## src/rtl/mfdr_pkg.sv

```systemverilog
// mfdr_pkg: shared types, constants and helper functions of the mono frame
// dirty region block. No dependencies; used by every rtl/mfdr_* file.
package mfdr_pkg;

  // Default geometry limits and register geometry
  localparam int MAX_WIDTH_DEF  = 4096;
  localparam int MAX_HEIGHT_DEF = 4096;
  localparam int DIM_W          = 13;   // frame_width / frame_height registers
  localparam int STRIDE_W       = 16;
  localparam int COUNT_W        = 25;
  localparam int COORD_W        = 12;
  localparam int QUEUE_DEPTH    = 4;
  localparam int PADDR_W        = 4;
  localparam int PDATA_W        = 32;

  // Register indexes (word address = paddr[3:2])
  localparam logic [1:0] REG_FRAME_WIDTH  = 2'd0;
  localparam logic [1:0] REG_FRAME_HEIGHT = 2'd1;
  localparam logic [1:0] REG_ROW_STRIDE   = 2'd2;

  localparam logic [DIM_W-1:0]    FRAME_WIDTH_RST  = 13'd960;
  localparam logic [DIM_W-1:0]    FRAME_HEIGHT_RST = 13'd540;
  localparam logic [STRIDE_W-1:0] ROW_STRIDE_RST   = 16'd120;

  typedef struct packed {
    logic [DIM_W-1:0]    frame_width;
    logic [DIM_W-1:0]    frame_height;
    logic [STRIDE_W-1:0] row_stride_bytes;
  } cfg_t;

  // One classified byte pair, front to back
  typedef struct packed {
    logic             bad_geom;   // unusable geometry: flush and emit zeros
    logic             frame_end;  // last byte of last row
    logic             stride_ok;
    logic             has_diff;
    logic [3:0]       ones;
    logic [DIM_W-1:0] first_pos;  // absolute column of leftmost change
    logic [DIM_W-1:0] last_pos;   // absolute column of rightmost change
    logic [DIM_W-1:0] row;
  } entry_t;

  typedef struct packed {
    logic               result_valid;
    logic [COUNT_W-1:0] changed_pixels;
    logic [COUNT_W-1:0] compared_pixels;
    logic               has_bounds;
    logic [COORD_W-1:0] box_x;
    logic [COORD_W-1:0] box_y;
    logic [DIM_W-1:0]   box_width;
    logic [DIM_W-1:0]   box_height;
  } result_t;

  function automatic logic [3:0] ones8(input logic [7:0] v);
    logic [7:0] a;
    logic [7:0] b;
    logic [7:0] c;
    a = v - ((v >> 1) & 8'h55);
    b = (a & 8'h33) + ((a >> 2) & 8'h33);
    c = (b + (b >> 4)) & 8'h0F;
    return c[3:0];
  endfunction

  // Index (0 = MSB) of leftmost set bit
  function automatic logic [2:0] first_set(input logic [7:0] v);
    logic [2:0] idx;
    idx = 3'd7;
    for (int i = 7; i >= 0; i--) begin
      if (v[7-i]) idx = 3'(i);
    end
    return idx;
  endfunction

  // Index (0 = MSB) of rightmost set bit
  function automatic logic [2:0] last_set(input logic [7:0] v);
    logic [2:0] idx;
    idx = 3'd0;
    for (int i = 0; i < 8; i++) begin
      if (v[7-i]) idx = 3'(i);
    end
    return idx;
  endfunction

endpackage

```

## src/rtl/mfdr_front.sv

```systemverilog
// mfdr_front: accepts byte pairs, tracks column/row position, masks the row
// tail and classifies each pair into an entry. Depends on mfdr_pkg.
module mfdr_front #(
  parameter int MAX_WIDTH  = mfdr_pkg::MAX_WIDTH_DEF,
  parameter int MAX_HEIGHT = mfdr_pkg::MAX_HEIGHT_DEF
) (
  input  logic               clk,
  input  logic               rst,
  input  logic               clr,
  input  mfdr_pkg::cfg_t     cfg,
  input  logic               in_valid,
  output logic               in_ready,
  input  logic [7:0]         prev_byte,
  input  logic [7:0]         next_byte,
  input  logic               q_full,
  output logic               q_wr,
  output mfdr_pkg::entry_t   q_entry
);

  localparam int DIM_MAX = (1 << mfdr_pkg::DIM_W) - 1;
  localparam int EFF_W   = (MAX_WIDTH < DIM_MAX) ? MAX_WIDTH : DIM_MAX;
  localparam int EFF_H   = (MAX_HEIGHT < DIM_MAX) ? MAX_HEIGHT : DIM_MAX;
  localparam int VIS_MAX = (EFF_W + 7) / 8;
  localparam int CW      = (VIS_MAX > 1) ? $clog2(VIS_MAX) : 1;
  localparam int RW      = (EFF_H > 1) ? $clog2(EFF_H) : 1;

  logic [CW-1:0] byte_column, byte_column_next;
  logic [RW-1:0] row_index, row_index_next;

  logic        bad_geom;
  logic [13:0] w_plus7;
  logic [10:0] vis;
  logic        last_col;
  logic        last_row;
  logic [7:0]  diff;
  logic [7:0]  tail_mask;
  logic        accept;

  assign in_ready = !q_full;
  assign accept   = in_valid && in_ready;
  assign q_wr     = accept;

  always_comb begin
    bad_geom = (cfg.frame_width == '0) || (cfg.frame_height == '0)
            || (32'(cfg.frame_width) > 32'(MAX_WIDTH))
            || (32'(cfg.frame_height) > 32'(MAX_HEIGHT));
    w_plus7  = 14'(cfg.frame_width) + 14'd7;
    vis      = w_plus7[13:3];
    last_col = (14'(byte_column) + 14'd1) >= 14'(vis);
    last_row = (14'(row_index) + 14'd1) >= 14'(cfg.frame_height);

    tail_mask = ~(8'hFF >> cfg.frame_width[2:0]);
    diff      = prev_byte ^ next_byte;
    if (last_col && (cfg.frame_width[2:0] != 3'd0)) diff = diff & tail_mask;

    q_entry.bad_geom  = bad_geom;
    q_entry.frame_end = last_col && last_row;
    q_entry.stride_ok = cfg.row_stride_bytes >= 16'(vis);
    q_entry.has_diff  = (diff != 8'd0);
    q_entry.ones      = mfdr_pkg::ones8(diff);
    q_entry.first_pos = mfdr_pkg::DIM_W'({byte_column, mfdr_pkg::first_set(diff)});
    q_entry.last_pos  = mfdr_pkg::DIM_W'({byte_column, mfdr_pkg::last_set(diff)});
    q_entry.row       = mfdr_pkg::DIM_W'(row_index);

    byte_column_next = byte_column;
    row_index_next   = row_index;
    if (accept) begin
      if (bad_geom || (last_col && last_row)) begin
        byte_column_next = '0;
        row_index_next   = '0;
      end else if (last_col) begin
        byte_column_next = '0;
        row_index_next   = row_index + 1'b1;
      end else begin
        byte_column_next = byte_column + 1'b1;
      end
    end
  end

  always_ff @(posedge clk) begin
    if (rst || clr) begin
      byte_column <= '0;
      row_index   <= '0;
    end else begin
      byte_column <= byte_column_next;
      row_index   <= row_index_next;
    end
  end

endmodule

```

## src/rtl/mfdr_queue.sv

```systemverilog
// mfdr_queue: small FIFO of classified entries between front and back.
// Depends on mfdr_pkg.
module mfdr_queue (
  input  logic             clk,
  input  logic             rst,
  input  logic             wr,
  input  mfdr_pkg::entry_t wr_entry,
  output logic             full,
  input  logic             rd,
  output logic             rd_valid,
  output mfdr_pkg::entry_t rd_entry
);

  localparam int DEPTH = mfdr_pkg::QUEUE_DEPTH;
  localparam int PW    = $clog2(DEPTH);

  mfdr_pkg::entry_t slots [DEPTH];
  logic [PW-1:0]    wr_ptr;
  logic [PW-1:0]    rd_ptr;
  logic [PW:0]      count;

  assign full     = (count == (PW+1)'(DEPTH));
  assign rd_valid = (count != '0);
  assign rd_entry = slots[rd_ptr];

  always_ff @(posedge clk) begin
    if (rst) begin
      wr_ptr <= '0;
      rd_ptr <= '0;
      count  <= '0;
    end else begin
      if (wr) wr_ptr <= wr_ptr + 1'b1;
      if (rd) rd_ptr <= rd_ptr + 1'b1;
      if (wr && !rd) count <= count + 1'b1;
      else if (rd && !wr) count <= count - 1'b1;
    end
  end

  always_ff @(posedge clk) begin
    if (wr) slots[wr_ptr] <= wr_entry;
  end

endmodule

```

## src/rtl/mfdr_back.sv

```systemverilog
// mfdr_back: accumulates changed-pixel count and bounding box from queued
// entries; output loads at frame end or bad geometry. Depends on mfdr_pkg.
module mfdr_back (
  input  logic              clk,
  input  logic              rst,
  input  logic              clr,
  input  mfdr_pkg::cfg_t    cfg,
  input  logic              q_valid,
  input  mfdr_pkg::entry_t  q_entry,
  output logic              q_rd,
  output logic              out_valid,
  input  logic              out_ready,
  output mfdr_pkg::result_t result
);

  localparam int DW = mfdr_pkg::DIM_W;

  logic [mfdr_pkg::COUNT_W-1:0] change_count, change_count_next;
  logic [DW-1:0] left_edge, left_edge_next;
  logic [DW-1:0] right_edge, right_edge_next;
  logic [DW-1:0] top_edge, top_edge_next;
  logic [DW-1:0] bottom_edge, bottom_edge_next;
  logic          any_change, any_change_next;

  logic              emits;
  logic              slot_free;
  logic [2*DW-1:0]   area;
  mfdr_pkg::result_t res_next;

  assign emits     = q_entry.bad_geom || q_entry.frame_end;
  assign slot_free = !out_valid || out_ready;
  assign q_rd      = q_valid && (!emits || slot_free);

  always_comb begin
    change_count_next = change_count + mfdr_pkg::COUNT_W'(q_entry.ones);
    left_edge_next    = left_edge;
    right_edge_next   = right_edge;
    top_edge_next     = top_edge;
    bottom_edge_next  = bottom_edge;
    any_change_next   = any_change;
    if (q_entry.has_diff) begin
      if (!any_change) begin
        left_edge_next  = q_entry.first_pos;
        right_edge_next = q_entry.last_pos;
        top_edge_next   = q_entry.row;
      end else begin
        if (q_entry.first_pos < left_edge) left_edge_next = q_entry.first_pos;
        if (q_entry.last_pos > right_edge) right_edge_next = q_entry.last_pos;
        if (q_entry.row < top_edge) top_edge_next = q_entry.row;
      end
      bottom_edge_next = q_entry.row;
      any_change_next  = 1'b1;
    end

    area     = cfg.frame_width * cfg.frame_height;
    res_next = '0;
    if (!q_entry.bad_geom && q_entry.stride_ok) begin
      res_next.result_valid    = 1'b1;
      res_next.changed_pixels  = change_count_next;
      res_next.compared_pixels = mfdr_pkg::COUNT_W'(area);
      if (any_change_next) begin
        res_next.has_bounds = 1'b1;
        res_next.box_x      = mfdr_pkg::COORD_W'(left_edge_next);
        res_next.box_y      = mfdr_pkg::COORD_W'(top_edge_next);
        res_next.box_width  = right_edge_next - left_edge_next + 1'b1;
        res_next.box_height = bottom_edge_next - top_edge_next + 1'b1;
      end
    end
  end

  always_ff @(posedge clk) begin
    if (rst || clr) begin
      change_count <= '0;
      left_edge    <= '1;
      right_edge   <= '0;
      top_edge     <= '1;
      bottom_edge  <= '0;
      any_change   <= 1'b0;
    end else if (q_rd) begin
      if (emits) begin
        change_count <= '0;
        left_edge    <= '1;
        right_edge   <= '0;
        top_edge     <= '1;
        bottom_edge  <= '0;
        any_change   <= 1'b0;
      end else begin
        change_count <= change_count_next;
        left_edge    <= left_edge_next;
        right_edge   <= right_edge_next;
        top_edge     <= top_edge_next;
        bottom_edge  <= bottom_edge_next;
        any_change   <= any_change_next;
      end
    end
  end

  // output register
  always_ff @(posedge clk) begin
    if (rst) begin
      out_valid <= 1'b0;
    end else if (q_rd && emits) begin
      out_valid <= 1'b1;
    end else if (out_ready) begin
      out_valid <= 1'b0;
    end
  end

  always_ff @(posedge clk) begin
    if (q_rd && emits) result <= res_next;
  end

endmodule

```

## src/rtl/mono_frame_dirty_region_core.sv

```systemverilog
// mono_frame_dirty_region_core: top level, APB register file and the
// front / queue / back pipeline. Depends on mfdr_pkg and rtl/mfdr_* modules.
//
// Usage:
//  - Input channel (in_valid/in_ready): one pair of old/new frame bytes per
//    request, MSB = leftmost pixel, visible bytes only, row after row.
//  - Output channel (out_valid/out_ready): one result request per frame,
//    loaded with the last byte of the last row; carries changed and compared
//    pixel counts and the bounding box (zeros when nothing changed).
//    result_valid = 0 (all fields 0) when the row stride is shorter than the
//    visible bytes. With unusable geometry every byte gives an all-zero result.
//  - Throughput: one byte pair per clock, sustained while no held result stalls
//    the back end's accumulate step, which retires one queued entry per cycle.
//  - Result path: the final accepted byte goes through the queue write, then the
//    back end's accumulate step loads the result; it waits longer while the
//    queue is backed up behind a held result.
//  - Stall: a held result waits in the output register; the 4-entry queue
//    keeps taking bytes until full, then in_ready drops until out_ready.
//  - Reset (rst, synchronous): registers go to 960 x 540, stride 120; queue,
//    position and accumulators clear. Any write to a listed register restarts
//    the frame; write registers only while the block is idle.
//  - Registers: 0x0 frame_width, 0x4 frame_height, 0x8 row_stride_bytes.
module mono_frame_dirty_region_core #(
  parameter int MAX_WIDTH  = mfdr_pkg::MAX_WIDTH_DEF,
  parameter int MAX_HEIGHT = mfdr_pkg::MAX_HEIGHT_DEF
) (
  input  logic                           clk,
  input  logic                           rst,
  // APB configuration port
  input  logic                           psel,
  input  logic                           penable,
  input  logic                           pwrite,
  input  logic [mfdr_pkg::PADDR_W-1:0]   paddr,
  input  logic [mfdr_pkg::PDATA_W-1:0]   pwdata,
  output logic [mfdr_pkg::PDATA_W-1:0]   prdata,
  output logic                           pready,
  // input channel
  input  logic                           in_valid,
  output logic                           in_ready,
  input  logic [7:0]                     prev_byte,
  input  logic [7:0]                     next_byte,
  // output channel
  output logic                           out_valid,
  input  logic                           out_ready,
  output logic                           result_valid,
  output logic [mfdr_pkg::COUNT_W-1:0]   changed_pixels,
  output logic [mfdr_pkg::COUNT_W-1:0]   compared_pixels,
  output logic                           has_bounds,
  output logic [mfdr_pkg::COORD_W-1:0]   box_x,
  output logic [mfdr_pkg::COORD_W-1:0]   box_y,
  output logic [mfdr_pkg::DIM_W-1:0]     box_width,
  output logic [mfdr_pkg::DIM_W-1:0]     box_height
);

  mfdr_pkg::cfg_t    cfg;
  mfdr_pkg::entry_t  wr_entry;
  mfdr_pkg::entry_t  rd_entry;
  mfdr_pkg::result_t result;

  logic       cfg_wr;
  logic [1:0] reg_idx;
  logic       clr;
  logic       q_wr, q_rd, q_full, q_valid;

  // ---- register file ----
  assign pready  = 1'b1;
  assign reg_idx = paddr[3:2];
  assign cfg_wr  = psel && penable && pwrite && pready;
  // any write to a listed register restarts frame accumulation
  assign clr     = cfg_wr && (reg_idx == mfdr_pkg::REG_FRAME_WIDTH
                           || reg_idx == mfdr_pkg::REG_FRAME_HEIGHT
                           || reg_idx == mfdr_pkg::REG_ROW_STRIDE);

  always_ff @(posedge clk) begin
    if (rst) begin
      cfg.frame_width      <= mfdr_pkg::FRAME_WIDTH_RST;
      cfg.frame_height     <= mfdr_pkg::FRAME_HEIGHT_RST;
      cfg.row_stride_bytes <= mfdr_pkg::ROW_STRIDE_RST;
    end else if (cfg_wr) begin
      case (reg_idx)
        mfdr_pkg::REG_FRAME_WIDTH:  cfg.frame_width      <= pwdata[mfdr_pkg::DIM_W-1:0];
        mfdr_pkg::REG_FRAME_HEIGHT: cfg.frame_height     <= pwdata[mfdr_pkg::DIM_W-1:0];
        mfdr_pkg::REG_ROW_STRIDE:   cfg.row_stride_bytes <= pwdata[mfdr_pkg::STRIDE_W-1:0];
        default: ;
      endcase
    end
  end

  always_comb begin
    case (reg_idx)
      mfdr_pkg::REG_FRAME_WIDTH:  prdata = mfdr_pkg::PDATA_W'(cfg.frame_width);
      mfdr_pkg::REG_FRAME_HEIGHT: prdata = mfdr_pkg::PDATA_W'(cfg.frame_height);
      mfdr_pkg::REG_ROW_STRIDE:   prdata = mfdr_pkg::PDATA_W'(cfg.row_stride_bytes);
      default:                    prdata = '0;
    endcase
  end

  // ---- front: position tracking and classification ----
  mfdr_front #(
    .MAX_WIDTH  (MAX_WIDTH),
    .MAX_HEIGHT (MAX_HEIGHT)
  ) u_front (
    .clk       (clk),
    .rst       (rst),
    .clr       (clr),
    .cfg       (cfg),
    .in_valid  (in_valid),
    .in_ready  (in_ready),
    .prev_byte (prev_byte),
    .next_byte (next_byte),
    .q_full    (q_full),
    .q_wr      (q_wr),
    .q_entry   (wr_entry)
  );

  // ---- decoupling queue ----
  mfdr_queue u_queue (
    .clk      (clk),
    .rst      (rst),
    .wr       (q_wr),
    .wr_entry (wr_entry),
    .full     (q_full),
    .rd       (q_rd),
    .rd_valid (q_valid),
    .rd_entry (rd_entry)
  );

  // ---- back: accumulation and result register ----
  mfdr_back u_back (
    .clk       (clk),
    .rst       (rst),
    .clr       (clr),
    .cfg       (cfg),
    .q_valid   (q_valid),
    .q_entry   (rd_entry),
    .q_rd      (q_rd),
    .out_valid (out_valid),
    .out_ready (out_ready),
    .result    (result)
  );

  assign result_valid    = result.result_valid;
  assign changed_pixels  = result.changed_pixels;
  assign compared_pixels = result.compared_pixels;
  assign has_bounds      = result.has_bounds;
  assign box_x           = result.box_x;
  assign box_y           = result.box_y;
  assign box_width       = result.box_width;
  assign box_height      = result.box_height;

endmodule

```

## config.mk

```make
export PLATFORM = sky130hd
export DESIGN_NAME = mono_frame_dirty_region_core
export DESIGN_NICKNAME = d
export VERILOG_FILES = /design/src/rtl/mfdr_pkg.sv /design/src/rtl/mfdr_front.sv /design/src/rtl/mfdr_queue.sv /design/src/rtl/mfdr_back.sv /design/src/rtl/mono_frame_dirty_region_core.sv
export SDC_FILE = /design/constraint.sdc
export NUM_CORES = 1
export LEC_CHECK = 0
export BUFFER_PORTS_ARGS = -buffer_cell sky130_fd_sc_hd__buf_2
export CAP_MARGIN = 30
export CORE_UTILIZATION = 44
export CTS_CLUSTER_SIZE = 40
export DETAILED_ROUTE_END_ITERATION = 7
export HOLD_SLACK_MARGIN = 0.12
export SETUP_SLACK_MARGIN = 0.5
export SLEW_MARGIN = 25
export SYNTH_ARGS = -nofsm -noshare
export SYNTH_HDL_FRONTEND = slang
export SYNTH_SLANG_ARGS = --single-unit
```

## constraint.sdc

```tcl
create_clock -name clk -period 8.5 [get_ports clk]
set_clock_uncertainty 0.05 [all_clocks]
set_input_delay 1.7 -clock clk [delete_from_list [all_inputs] [get_ports clk]]
set_output_delay 1.7 -clock clk [all_outputs]
set_load 0.05 [all_outputs]
```

# Yosys cells after proc, flatten, opt, wreduce, memory -nomap -nowiden
# Memory sizes are Yosys's and may differ from the RTL's. A register that Yosys moved wholly into a read port is not among the register bits.
# Index checks and enable logic that the tools add are counted.
[word_totals]
ff_bits = 251
mem_bits_rw = 176
word_cells = 145
n_memories = 1
[memory_table]
columns = ["memory", "depth", "word_bits", "read_ports", "rd_clocked_by_memory_dff", "write_ports", "line_no", "rtl"]
rows = [
  ["u_queue.slots", 4, 44, 1, 1, 1, "mfdr_queue.sv:17", "mfdr_pkg::entry_t slots [DEPTH];"],
]
[op_classes]
add_sub_neg = 17
multipliers = 1
order_cmp = 8
n_eq_ne = 3
shift = 1
mux = 47
bitwise = 3
n_reduce_logical = 41
[ops]
columns = ["operator", "n"]
rows = [
  ["$mux W13", 14],
  ["$mux W102", 1],
  ["$mux W51", 1],
  ["$pmux W16 S3", 1],
  ["$mux W3", 12],
  ["$add A13 B1 Y13 const B", 2],
  ["$gt A13 B13 Y1 const B", 2],
  ["$logic_not A13 Y1", 2],
  ["$lt A13 B13 Y1", 2],
  ["$sub A13 B13 Y13", 2],
  ["$add A25 B4 Y25", 1],
  ["$mul A13 B13 Y25", 1],
  ["$mux W25", 1],
  ["$mux W12", 2],
  ["$mux W9", 2],
  ["$ge A16 B11 Y1", 1],
  ["$add A13 B3 Y14 const B", 1],
  ["$ge A14 B11 Y1", 1],
  ["$ge A14 B13 Y1", 1],
  ["$add A12 B1 Y13 const B", 1],
  ["$gt A13 B13 Y1", 1],
  ["$add A12 B1 Y12 const B", 1],
  ["$logic_and A1 B1 Y1", 11],
  ["$add A9 B1 Y10 const B", 1],
  ["24 further kinds", 56],
]

# Depth between registers and ports, before layout
# Gate-level depths: netlist of the first run.
[logic_depth]
word_depth = 11
depth_mapped = 30

# By module
# From an unflattened synthesis of the first run, not the netlist that was laid out.
[hier_totals]
cells_unflattened = 2556
hier_area_um2 = 27854.2
[by_module_without_submodules]
columns = ["module", "n_inst", "cells_per_inst", "area_per_inst_um2"]
rows = [
  ["mfdr_back", 1, 1624, 15307.2],
  ["mfdr_queue", 1, 289, 7236.9],
  ["mfdr_front", 1, 408, 3125.5],
  ["mono_frame_dirty_region_core", 1, 235, 2184.6],
]

# Worst setup path after synthesis of the first run
# OpenSTA, ideal clock, no wires.
[synth_path]
path_type = "input port to flip-flop"
from = "in out_ready"
to = "reg u_back.top_edge[10]"
setup_time_ns = 0.079
arrival_ns = 7.324
path_slack_ns = 1.047
cell_stages = 9
path_cell_list = "nand2b_1 nor2_1 nor2_1 clkinv_1 nor2_1 nor2_1 buf_2 buf_2 o211ai_1"
[synth_between]
elab_chain_len = 3
[synth_rtl]
columns = ["element", "line_no", "rtl"]
rows = [
  ["start, declared", "mono_frame_dirty_region_core.sv:44", "input logic out_ready,"],
  ["$logic_or A1 B1 Y1", "mfdr_back.sv:31", "assign slot_free = !out_valid || out_ready;"],
  ["$logic_or A1 B1 Y1", "mfdr_back.sv:32", "assign q_rd = q_valid && (!emits || slot_free);"],
  ["$logic_and A1 B1 Y1", "mfdr_back.sv:32", ""],
  ["end signal, assigned", "mfdr_back.sv:91", "top_edge <= top_edge_next;"],
  ["end, declared", "mfdr_back.sv:21", "logic [DW-1:0] top_edge, top_edge_next;"],
]
# Every way passes these cells.
# A chain may end at the register's enable or synchronous reset.

==> metrics.txt, run 1 <==
synthesized area=25000 um2; maximum clock insertion buffer count=3; cell type with the largest total area after synthesis=edfxtp_1; Critical Path Source Type=flop; Worst IR Drop VDD=0.230 mV; DRC viols=0; critical path arrival=7.06 ns; # H-tree levels=2; Hold Crit Class=flop to flop; Die ar.=57900 um2; setup TNS=0 ns; placed cell areas=26500 um2; yosys warns=0; Net Sw Power=0.00414 W; Setup CP Type=flop to flop; Max Fclk=148 MHz; final max-slew violation count=0; largest net degree at the start of global routing=63; commonest non-fill, non-tap cell in the layout=nand2_1; Sink Count=393; Crit path largest cell delay=0.75 ns; worst slew pin tran=0.953 ns; most frequent cells in the layout=nand2_1 (285), inv_1 (243), edfxtp_1 (242); Synth top area share=0.290; Final Cell Area=28100 um2; Worst-Skew Late Latency=0.61 ns; final worst slack=1.72 ns; Core ar.=56300 um2; vias in the first global route=18092; Unique masters post-synth=77; cell internal pwr=0.00544 W; Switching Fraction=0.432; Detailed Place HPWL=42.6 mm; register share of total power=0.295; nets@finish=2916; final hold vios=0; CTS tree=built; RSZ-0062 raised after global routing=false; Max Cap Viol=0; Synth Instances=2395; status=complete, no violations; Post-synth ARST share=0; port bufs=160; crit-path max FO=18; die width=241 um; P per Cell Area=340 nW/um2; largest cells by area after synthesis=edfxtp_1 (29%), dfxtp_1 (12%), ha_1 (10%); first-pass GRT wire length=95.0 mm; initial antenna violation count=0; DR WL/cell=18.0 um; io pins=196; Worst EP required=8.78 ns; combinational fraction of design power=0.489; DRT Wirelength=59.7 mm; CTS Buf Count=46; Post-CTS Resized=0; Initial Util=0.445; Lkg Pwr=12.3 nW; global route overflow=0; fin crit share=0.798; layout cells sized above 1=0.135; Seq/Total Area, Yosys=0.411; Post CTS Setup Buffer Count=0; DRT iter0 DRCs=1156; Die Y=241 um; R2R setup slack=1.72 ns; Max-slew headroom=0.361; Setup-failing EPs final=0; Final Power=0.00958 W; CTS hold repair buffers=0; Diodes inserted=0; Post-synth EDFFs=242; minimum clock period=6.78 ns; first-pass detailed-route iteration total=6; gr usage total=0.209; global placement routability congestion=0.877; power share of the clock group=0.215; # rows=87; via count of the routed design=17839; Via density=5.37; Area Growth Syn to Fin=12.4%; Worst-path clk slew=0.06 ns; FILL cells=5117; Setup crit end kind=flop; antenna-violating nets left=0; prevailing post-synth register cell=edfxtp_1; CTS Root Buffer Type=clkbuf_16; pre-CTS WS=1.67 ns; synthesis-stage register bit count=393; cell mode on critical path=o21ai_0; syn avg cell area=10.5 um2; slowest library cell on the worst path=dfxtp_2
-- metal layers --
metal  part of all wire  routed length (um)  up-vias  GRT usage
met5                  0                   0        -          0
met4              0.029                1740        0     0.0757
met3              0.051                3050      120     0.0333
met2               0.49               29200      444      0.357
met1               0.43               25700     8796      0.267
li1                   -                   -     8479          -
-- registers in the layout (all words and copies together), names as in the netlist, 2 cells and up, named ones only --
name                 count
u_back.right_edge       13
u_queue.count            3
u_back.change_count     25
cfg                     42
u_back.top_edge         13
u_queue.wr_ptr           2
u_front.row_index       12
u_queue.rd_ptr           2
u_back.result          102
u_back.bottom_edge      13
u_queue.slots          140
u_front.byte_column      9
u_back.left_edge        13
-- Yosys cell counts, drive strengths merged (52+ instances only) --
master  number
a21oi       94
mux2i       56
edfxtp     242
nor2       193
dfxtp      151
nand2      285
ha         205
and2        76
clkbuf      86
xnor2       52
o21ai       67
fa         127
inv        243
-- through the flow --
| stage | util | instances | hold slack, ns |
|---|---|---|---|
| after global placement | 0.472 | 3231 | 0.410 |
| after CTS | 0.500 | 3317 | 0.426 |
| after floorplan | - | 2410 | 0.394 |
| after global routing | 0.500 | 3319 | 0.440 |
| final | 0.500 | 3319 | 0.425 |
| after detailed placement | 0.472 | 3231 | 0.416 |
-- worst max-delay path: cells and delay by family (launching register included) --
| kind | cells | cell delay (ns) |
|---|---|---|
| compound gates | 13 | 2.07 |
| fa+ha+maj | 4 | 1.13 |
| buf+inv | 3 | 0.50 |
| flops | 1 | 0.75 |
| mux | 2 | 1.06 |
| simple gates | 3 | 0.93 |
-- final cells by class --
| cell class | instances | area (um2) | area share |
|---|---|---|---|
| Tap cell | 756 | 946 | 0.0336 |
| Multi-Input combinational cell | 1643 | 13300 | 0.473 |
| Sequential cell | 393 | 10300 | 0.366 |
| Inverter | 244 | 916 | 0.0325 |
| Clock buffer | 62 | 1240 | 0.0441 |
| Clock inverter | 24 | 332 | 0.0118 |
| Timing Repair Buffer | 197 | 1100 | 0.0392 |
-- worst paths after layout --
path,startpoint,endpoint,cells after the start
max,flop,u_back.result[24]$_SDFFCE_PN0P_,25
min,cfg[11]$_SDFFE_PP0P_,cfg[11]$_SDFFE_PP0P_,2
max reg2reg,flop,u_back.result[24]$_SDFFCE_PN0P_,25
min reg2reg,cfg[11]$_SDFFE_PP0P_,cfg[11]$_SDFFE_PP0P_,2
-- power by group through the flow --
stage	registers [W]	clock network (W)	logic, W
after floorplan	0.00376	0	0.00269
after global placement	0.00286	0	0.00462
after detailed placement	0.00288	0	0.00469
after CTS	0.00284	0.00211	0.00473
after global routing	0.00288	0.00218	0.00518
final	0.00283	0.00206	0.00469
-- logic make-up (layout without fill, tap and decap cells) --
group | Yosys count | count (layout) | share of synthesized area
adder cells (fa/ha/maj) | 334 | 334 | 0.205
AND/OR/NAND/NOR | 734 | 734 | 0.134
XOR/XNOR | 99 | 99 | 0.0346
buffers and inverters | 374 | 527 | 0.0610
other | 2 | 17 | 0.000300
AO/OA/AOI/OAI | 355 | 355 | 0.0951
multiplexers | 104 | 104 | 0.0588
flip-flops | 393 | 393 | 0.411
Power figures use the tool's default switching activity.
==> inputs of run 2 (changes only) <==
Clock period 8.5 ns to 6.3 ns, I/O delays scaled along.
==> run 2 against run 1 <==
Against the previous run:
- routed wire length rose by 0.58%
- clock power rose by 35%
- final area rose by 2.6%
- sequential share of layout area decreased by 0.75 points
- final cell count increased by 1.6%
- non-clock buffer count grew 54
==> metrics.txt, run 2 (synthesis gave the netlist of run 1 again) <==
commonest non-fill, non-tap cell in the layout=nand2_1; Setup CP Type=flop to flop; Die Y=241 um; hold_sp=cfg[13]$_SDFFE_PP0P_; Crit path largest cell delay=0.56 ns; DRC viols=0; Worst-path clk slew=0.06 ns; Biggest register=u_queue.slots; P per Cell Area=458 nW/um2; CTS Root Buffer Type=clkbuf_16; first-pass GRT wire length=94.9 mm; Area Growth Syn to Fin=15.3%; RSZ-0062 raised after global routing=true; Lkg Pwr=12.7 nW; # H-tree levels=2; Detailed Place HPWL=43.9 mm; FF-to-FF Start=cfg[21]$_SDFFE_PP0P_; cell mode on critical path=fa_1; io pins=196; Max-slew headroom=0.389; critical path arrival=5.86 ns; R2R setup slack=0.72 ns; Max Fclk=179 MHz; CP Depth=18; reg2reg path depth=18; global route overflow=0; max FFs per register=140; delay-heaviest family, CP=adder cells; most frequent cells in the layout=nand2_1 (285), inv_1 (243), edfxtp_1 (242); die width=241 um; fin crit share=0.886; maximum clock insertion buffer count=3; via count of the routed design=18017; minimum clock period=5.58 ns; Placed Cells=3258; layout cells sized above 1=0.174; non-filler cells in the finished layout=3371; Worst EP required=6.57 ns; Diodes inserted=0; vias in the first global route=17834; Reg2Reg Capture Point=u_back.result[72]$_SDFFCE_PN0P_; CTS Buf Count=45; Hold Crit Class=flop to flop; DRT Wirelength=60.0 mm; slowest library cell on the worst path=fa_1; Final Power=0.0132 W; Initial Util=0.445; final max-slew violation count=0; Core ar.=56300 um2; worst slew pin tran=0.912 ns; antenna-violating nets left=0; Worst IR Drop VDD=0.289 mV; setup TNS=0 ns; status=complete, no violations; largest net degree at the start of global routing=53; Sink Count=393; first-pass detailed-route iteration total=5; leading registers by flop count=u_queue.slots x140, u_back.result x102, cfg x42; Critical Path Source Type=flop; Worst Setup EP=u_back.result[72]$_SDFFCE_PN0P_; final hold vios=0; # rows=87; crit path from=cfg[21]$_SDFFE_PP0P_; Via density=5.34; gr usage total=0.210; initial antenna violation count=0; DR WL/cell=17.8 um; crit-path cells=nand2_1 -> fa_1 -> inv_1 -> fa_1 -> fa_1 -> fa_1 -> fa_1 -> ha_1 -> a21o_1 -> nor3_1 -> o211ai_1 -> a311oi_2 -> buf_4 -> o21a_1 -> o21bai_1 -> a21oi_1 -> xor2_1 -> nor2_1; nets@finish=2969; Setup-failing EPs final=0; WP buf/inv=2; Die ar.=57900 um2; DRT iter0 DRCs=1202; port bufs=160; Max Cap Viol=0; crit-path max FO=13; Worst-Skew Late Latency=0.60 ns; Setup crit end kind=flop; global placement routability congestion=0.904; CTS tree=built
==> run 2: tightest hold or removal path: cells and delay by family (launching register included) <==
kind / cells / cell delay, ns
simple gates: 1 / 0.06
compound gates: 1 / 0.06
flops: 1 / 0.31
==> run 2: cell type report <==
cell class	instances	area, um2
Timing Repair Buffer	251	1590
Fill cell	5024	27400
Clock buffer	51	1180
Clock inverter	33	409
Sequential cell	393	10300
Multi-Input combinational cell	1643	13500
Inverter	244	916
Tap cell	756	946
==> run 2: what timing repair did <==
action | 4_1_cts | 5_1_grt
hold buffers | 0 | 0
endpoints found under the hold margin | 0 | 0
endpoints found under the setup margin | 25 | 26
gates cloned | 0 | 0
pin swaps | 0 | 21
setup buffers | 4 | 23
gates resized for setup | 21 | 52
==> run 2: through the flow <==
step	instance area (um2)	hold WS [ns]	util	setup slack, ns
after floorplan	25100	0.394	-	0.508
after global placement	26800	0.414	0.476	0.270
after detailed placement	26800	0.417	0.476	0.181
after CTS	28500	0.424	0.506	0.500
after global routing	28900	0.439	0.513	0.457
final	28900	0.423	0.513	0.716
==> run 2: per-layer routing <==
metal  share of wire  routed length, um  vias to the layer above  global-route usage
met5               0                  0                        -                   0
met4           0.036               2170                        0              0.0799
met3           0.051               3060                      113              0.0311
met2            0.49              29300                      458               0.356
met1            0.42              25500                     8883               0.271
li1                -                  -                     8563                   -
==> run 2: worst min-delay path by stage <==
| stage | depth (start not counted) | endpoint | slack (ns) |
|---|---|---|---|
| after floorplan | 2 | cfg[13]$_SDFFE_PP0P_ | 0.39 |
| after global placement | 2 | cfg[13]$_SDFFE_PP0P_ | 0.41 |
| after detailed placement | 2 | cfg[13]$_SDFFE_PP0P_ | 0.42 |
| after CTS | 2 | cfg[13]$_SDFFE_PP0P_ | 0.42 |
| after global routing | 2 | cfg[13]$_SDFFE_PP0P_ | 0.44 |
| final | 2 | cfg[13]$_SDFFE_PP0P_ | 0.42 |
==> run 2: power by group <==
part           switching (W)  internal (W)
combinational        0.00434       0.00231
sequential          0.000228       0.00357
clock                0.00113       0.00166
total                0.00570       0.00753
==> inputs of run 3 (changes only) <==
==> constraint.sdc (replaced) <==
create_clock -name clk -period 6.3 [get_ports clk]
set_clock_uncertainty 0.05 [all_clocks]
set_input_delay 0.315 -clock clk [delete_from_list [all_inputs] [get_ports clk]]
set_output_delay 0.315 -clock clk [all_outputs]
set_load 0.05 [all_outputs]
==> run 3 against run 2 <==
Against the previous run:
- first-iteration DRC count is 2.0% lower
- clock-buffer cell count up 4
- combinational power is essentially flat
==> metrics.txt, run 3 (synthesis gave the netlist of run 1 again) <==
die width=241 um; nets@finish=2985; Setup-failing EPs final=0; status=complete, no violations; gr usage total=0.212; worst slew pin tran=0.860 ns; CTS Buf Count=46; Biggest register=u_queue.slots; first-pass GRT wire length=95.8 mm; largest net degree at the start of global routing=52; P per Cell Area=454 nW/um2; CTS Root Buffer Type=clkbuf_16; Max-slew headroom=0.424; Register Area=10300 um2; Final Power=0.0132 W; Die Y=241 um; Diodes inserted=0; fin crit share=0.894; antenna-violating nets left=0; port bufs=160; DRT iter0 DRCs=1178; Area Growth Syn to Fin=15.9%; RSZ-0062 raised after global routing=true; CTS tree=built; # rows=87; Core ar.=56300 um2; initial antenna violation count=1; global route overflow=0; Worst IR Drop VDD=0.278 mV; setup TNS=0 ns; DRC viols=0; Max Fclk=178 MHz; Initial Util=0.445; maximum clock insertion buffer count=3; Lkg Pwr=12.7 nW; final max-slew violation count=0; most frequent cells in the layout=nand2_1 (285), edfxtp_1 (242), inv_1 (241); Detailed Place HPWL=44.4 mm; Sink Count=393; Hold Crit Class=input port to flop; commonest non-fill, non-tap cell in the layout=nand2_1; critical path arrival=5.91 ns; Setup CP Type=flop to flop; final hold vios=0; Worst EP required=6.57 ns; first-pass detailed-route iteration total=5; max FFs per register=140; # H-tree levels=2; leading registers by flop count=u_queue.slots x140, u_back.result x102, cfg x42; Critical Path Source Type=flop; Die ar.=57900 um2; minimum clock period=5.63 ns; io pins=196; global placement routability congestion=0.899; Setup crit end kind=flop; DRT Wirelength=60.6 mm; crit-path max FO=17; Max Cap Viol=0; via count of the routed design=18054; vias in the first global route=18224; Via density=5.33; DR WL/cell=17.9 um; FILL cells=5036; layout cells sized above 1=0.175; Worst-path clk slew=0.06 ns; Worst-Skew Late Latency=0.61 ns; multi-input gate area in the final layout=13500 um2
-- run 3: what timing repair did --
item	CTS	global route
hold buffers	17	0
gates resized for setup	23	62
pin swaps	1	18
endpoints found under the setup margin	25	26
setup buffers	2	17
endpoints found under the hold margin	43	0
-- run 3: report_power, final --
group,leakage (nW),internal (W),switching (W)
registers,3.52,0.00358,0.000228
clock network,0.720,0.00156,0.00115
logic,8.45,0.00229,0.00437
total,12.7,0.00743,0.00574
-- run 3: layout make-up --
type | instances | area share
Clock buffer | 55 | 0.0419
Clock inverter | 31 | 0.0113
Inverter | 244 | 0.0316
Multi-Input combinational cell | 1643 | 0.466
Sequential cell | 393 | 0.356
Tap cell | 756 | 0.0326
Timing Repair Buffer | 266 | 0.0598
-- run 3: path summary, 6_finish.rpt --
kind                                            from  slack [ns]  depth (start not counted)                        endpoint
worst max register to register  cfg[30]$_SDFFE_PP0P_        0.67                         20  u_queue.slots[1][39]$_DFFE_PP_
worst min register to register  cfg[11]$_SDFFE_PP0P_        0.43                          2            cfg[11]$_SDFFE_PP0P_
worst min-delay path                        paddr[3]        0.28                          4            cfg[34]$_SDFFE_PP0P_
worst max-delay path            cfg[30]$_SDFFE_PP0P_        0.67                         20  u_queue.slots[1][39]$_DFFE_PP_
-- run 3: worst max-delay path, stage by stage (launching register included) --
cell	delay (ns)
dfxtp_2	0.39
buf_4	0.22
or3_1	0.48
nand2_1	0.13
xor2_1	0.25
ha_1	0.28
a21o_1	0.17
a31oi_1	0.33
a211oi_1	0.17
or3_4	0.47
a31o_4	0.27
inv_1	0.12
ha_1	0.20
nand3_1	0.10
a21oi_2	0.19
xnor2_1	0.09
ha_1	0.20
fa_1	0.53
ha_1	0.33
a21o_1	0.16
a21o_1	0.21
-- run 3: stage by stage --
step / setup WS [ns] / std cells / cell area, um2 / hold slack [ns] / utilization
2_1_floorplan: 0.508 / 2410 / 25100 / 0.389 / -
3_3_place_gp: 0.225 / 3264 / 26800 / 0.413 / 0.477
3_5_place_dp: 0.213 / 3265 / 26800 / 0.418 / 0.477
4_1_cts: 0.500 / 3370 / 28600 / 0.241 / 0.509
5_1_grt: 0.447 / 3388 / 29000 / 0.302 / 0.515
6_report: 0.667 / 3388 / 29000 / 0.280 / 0.515
-- run 3: metal layers --
metal / up-vias / wire (um) / global-route usage
met2: 451 / 29800 / 0.358
met5: - / 11 / 0
met1: 8874 / 25600 / 0.271
li1: 8600 / - / -
met4: 2 / 2220 / 0.0865
met3: 127 / 3020 / 0.0332
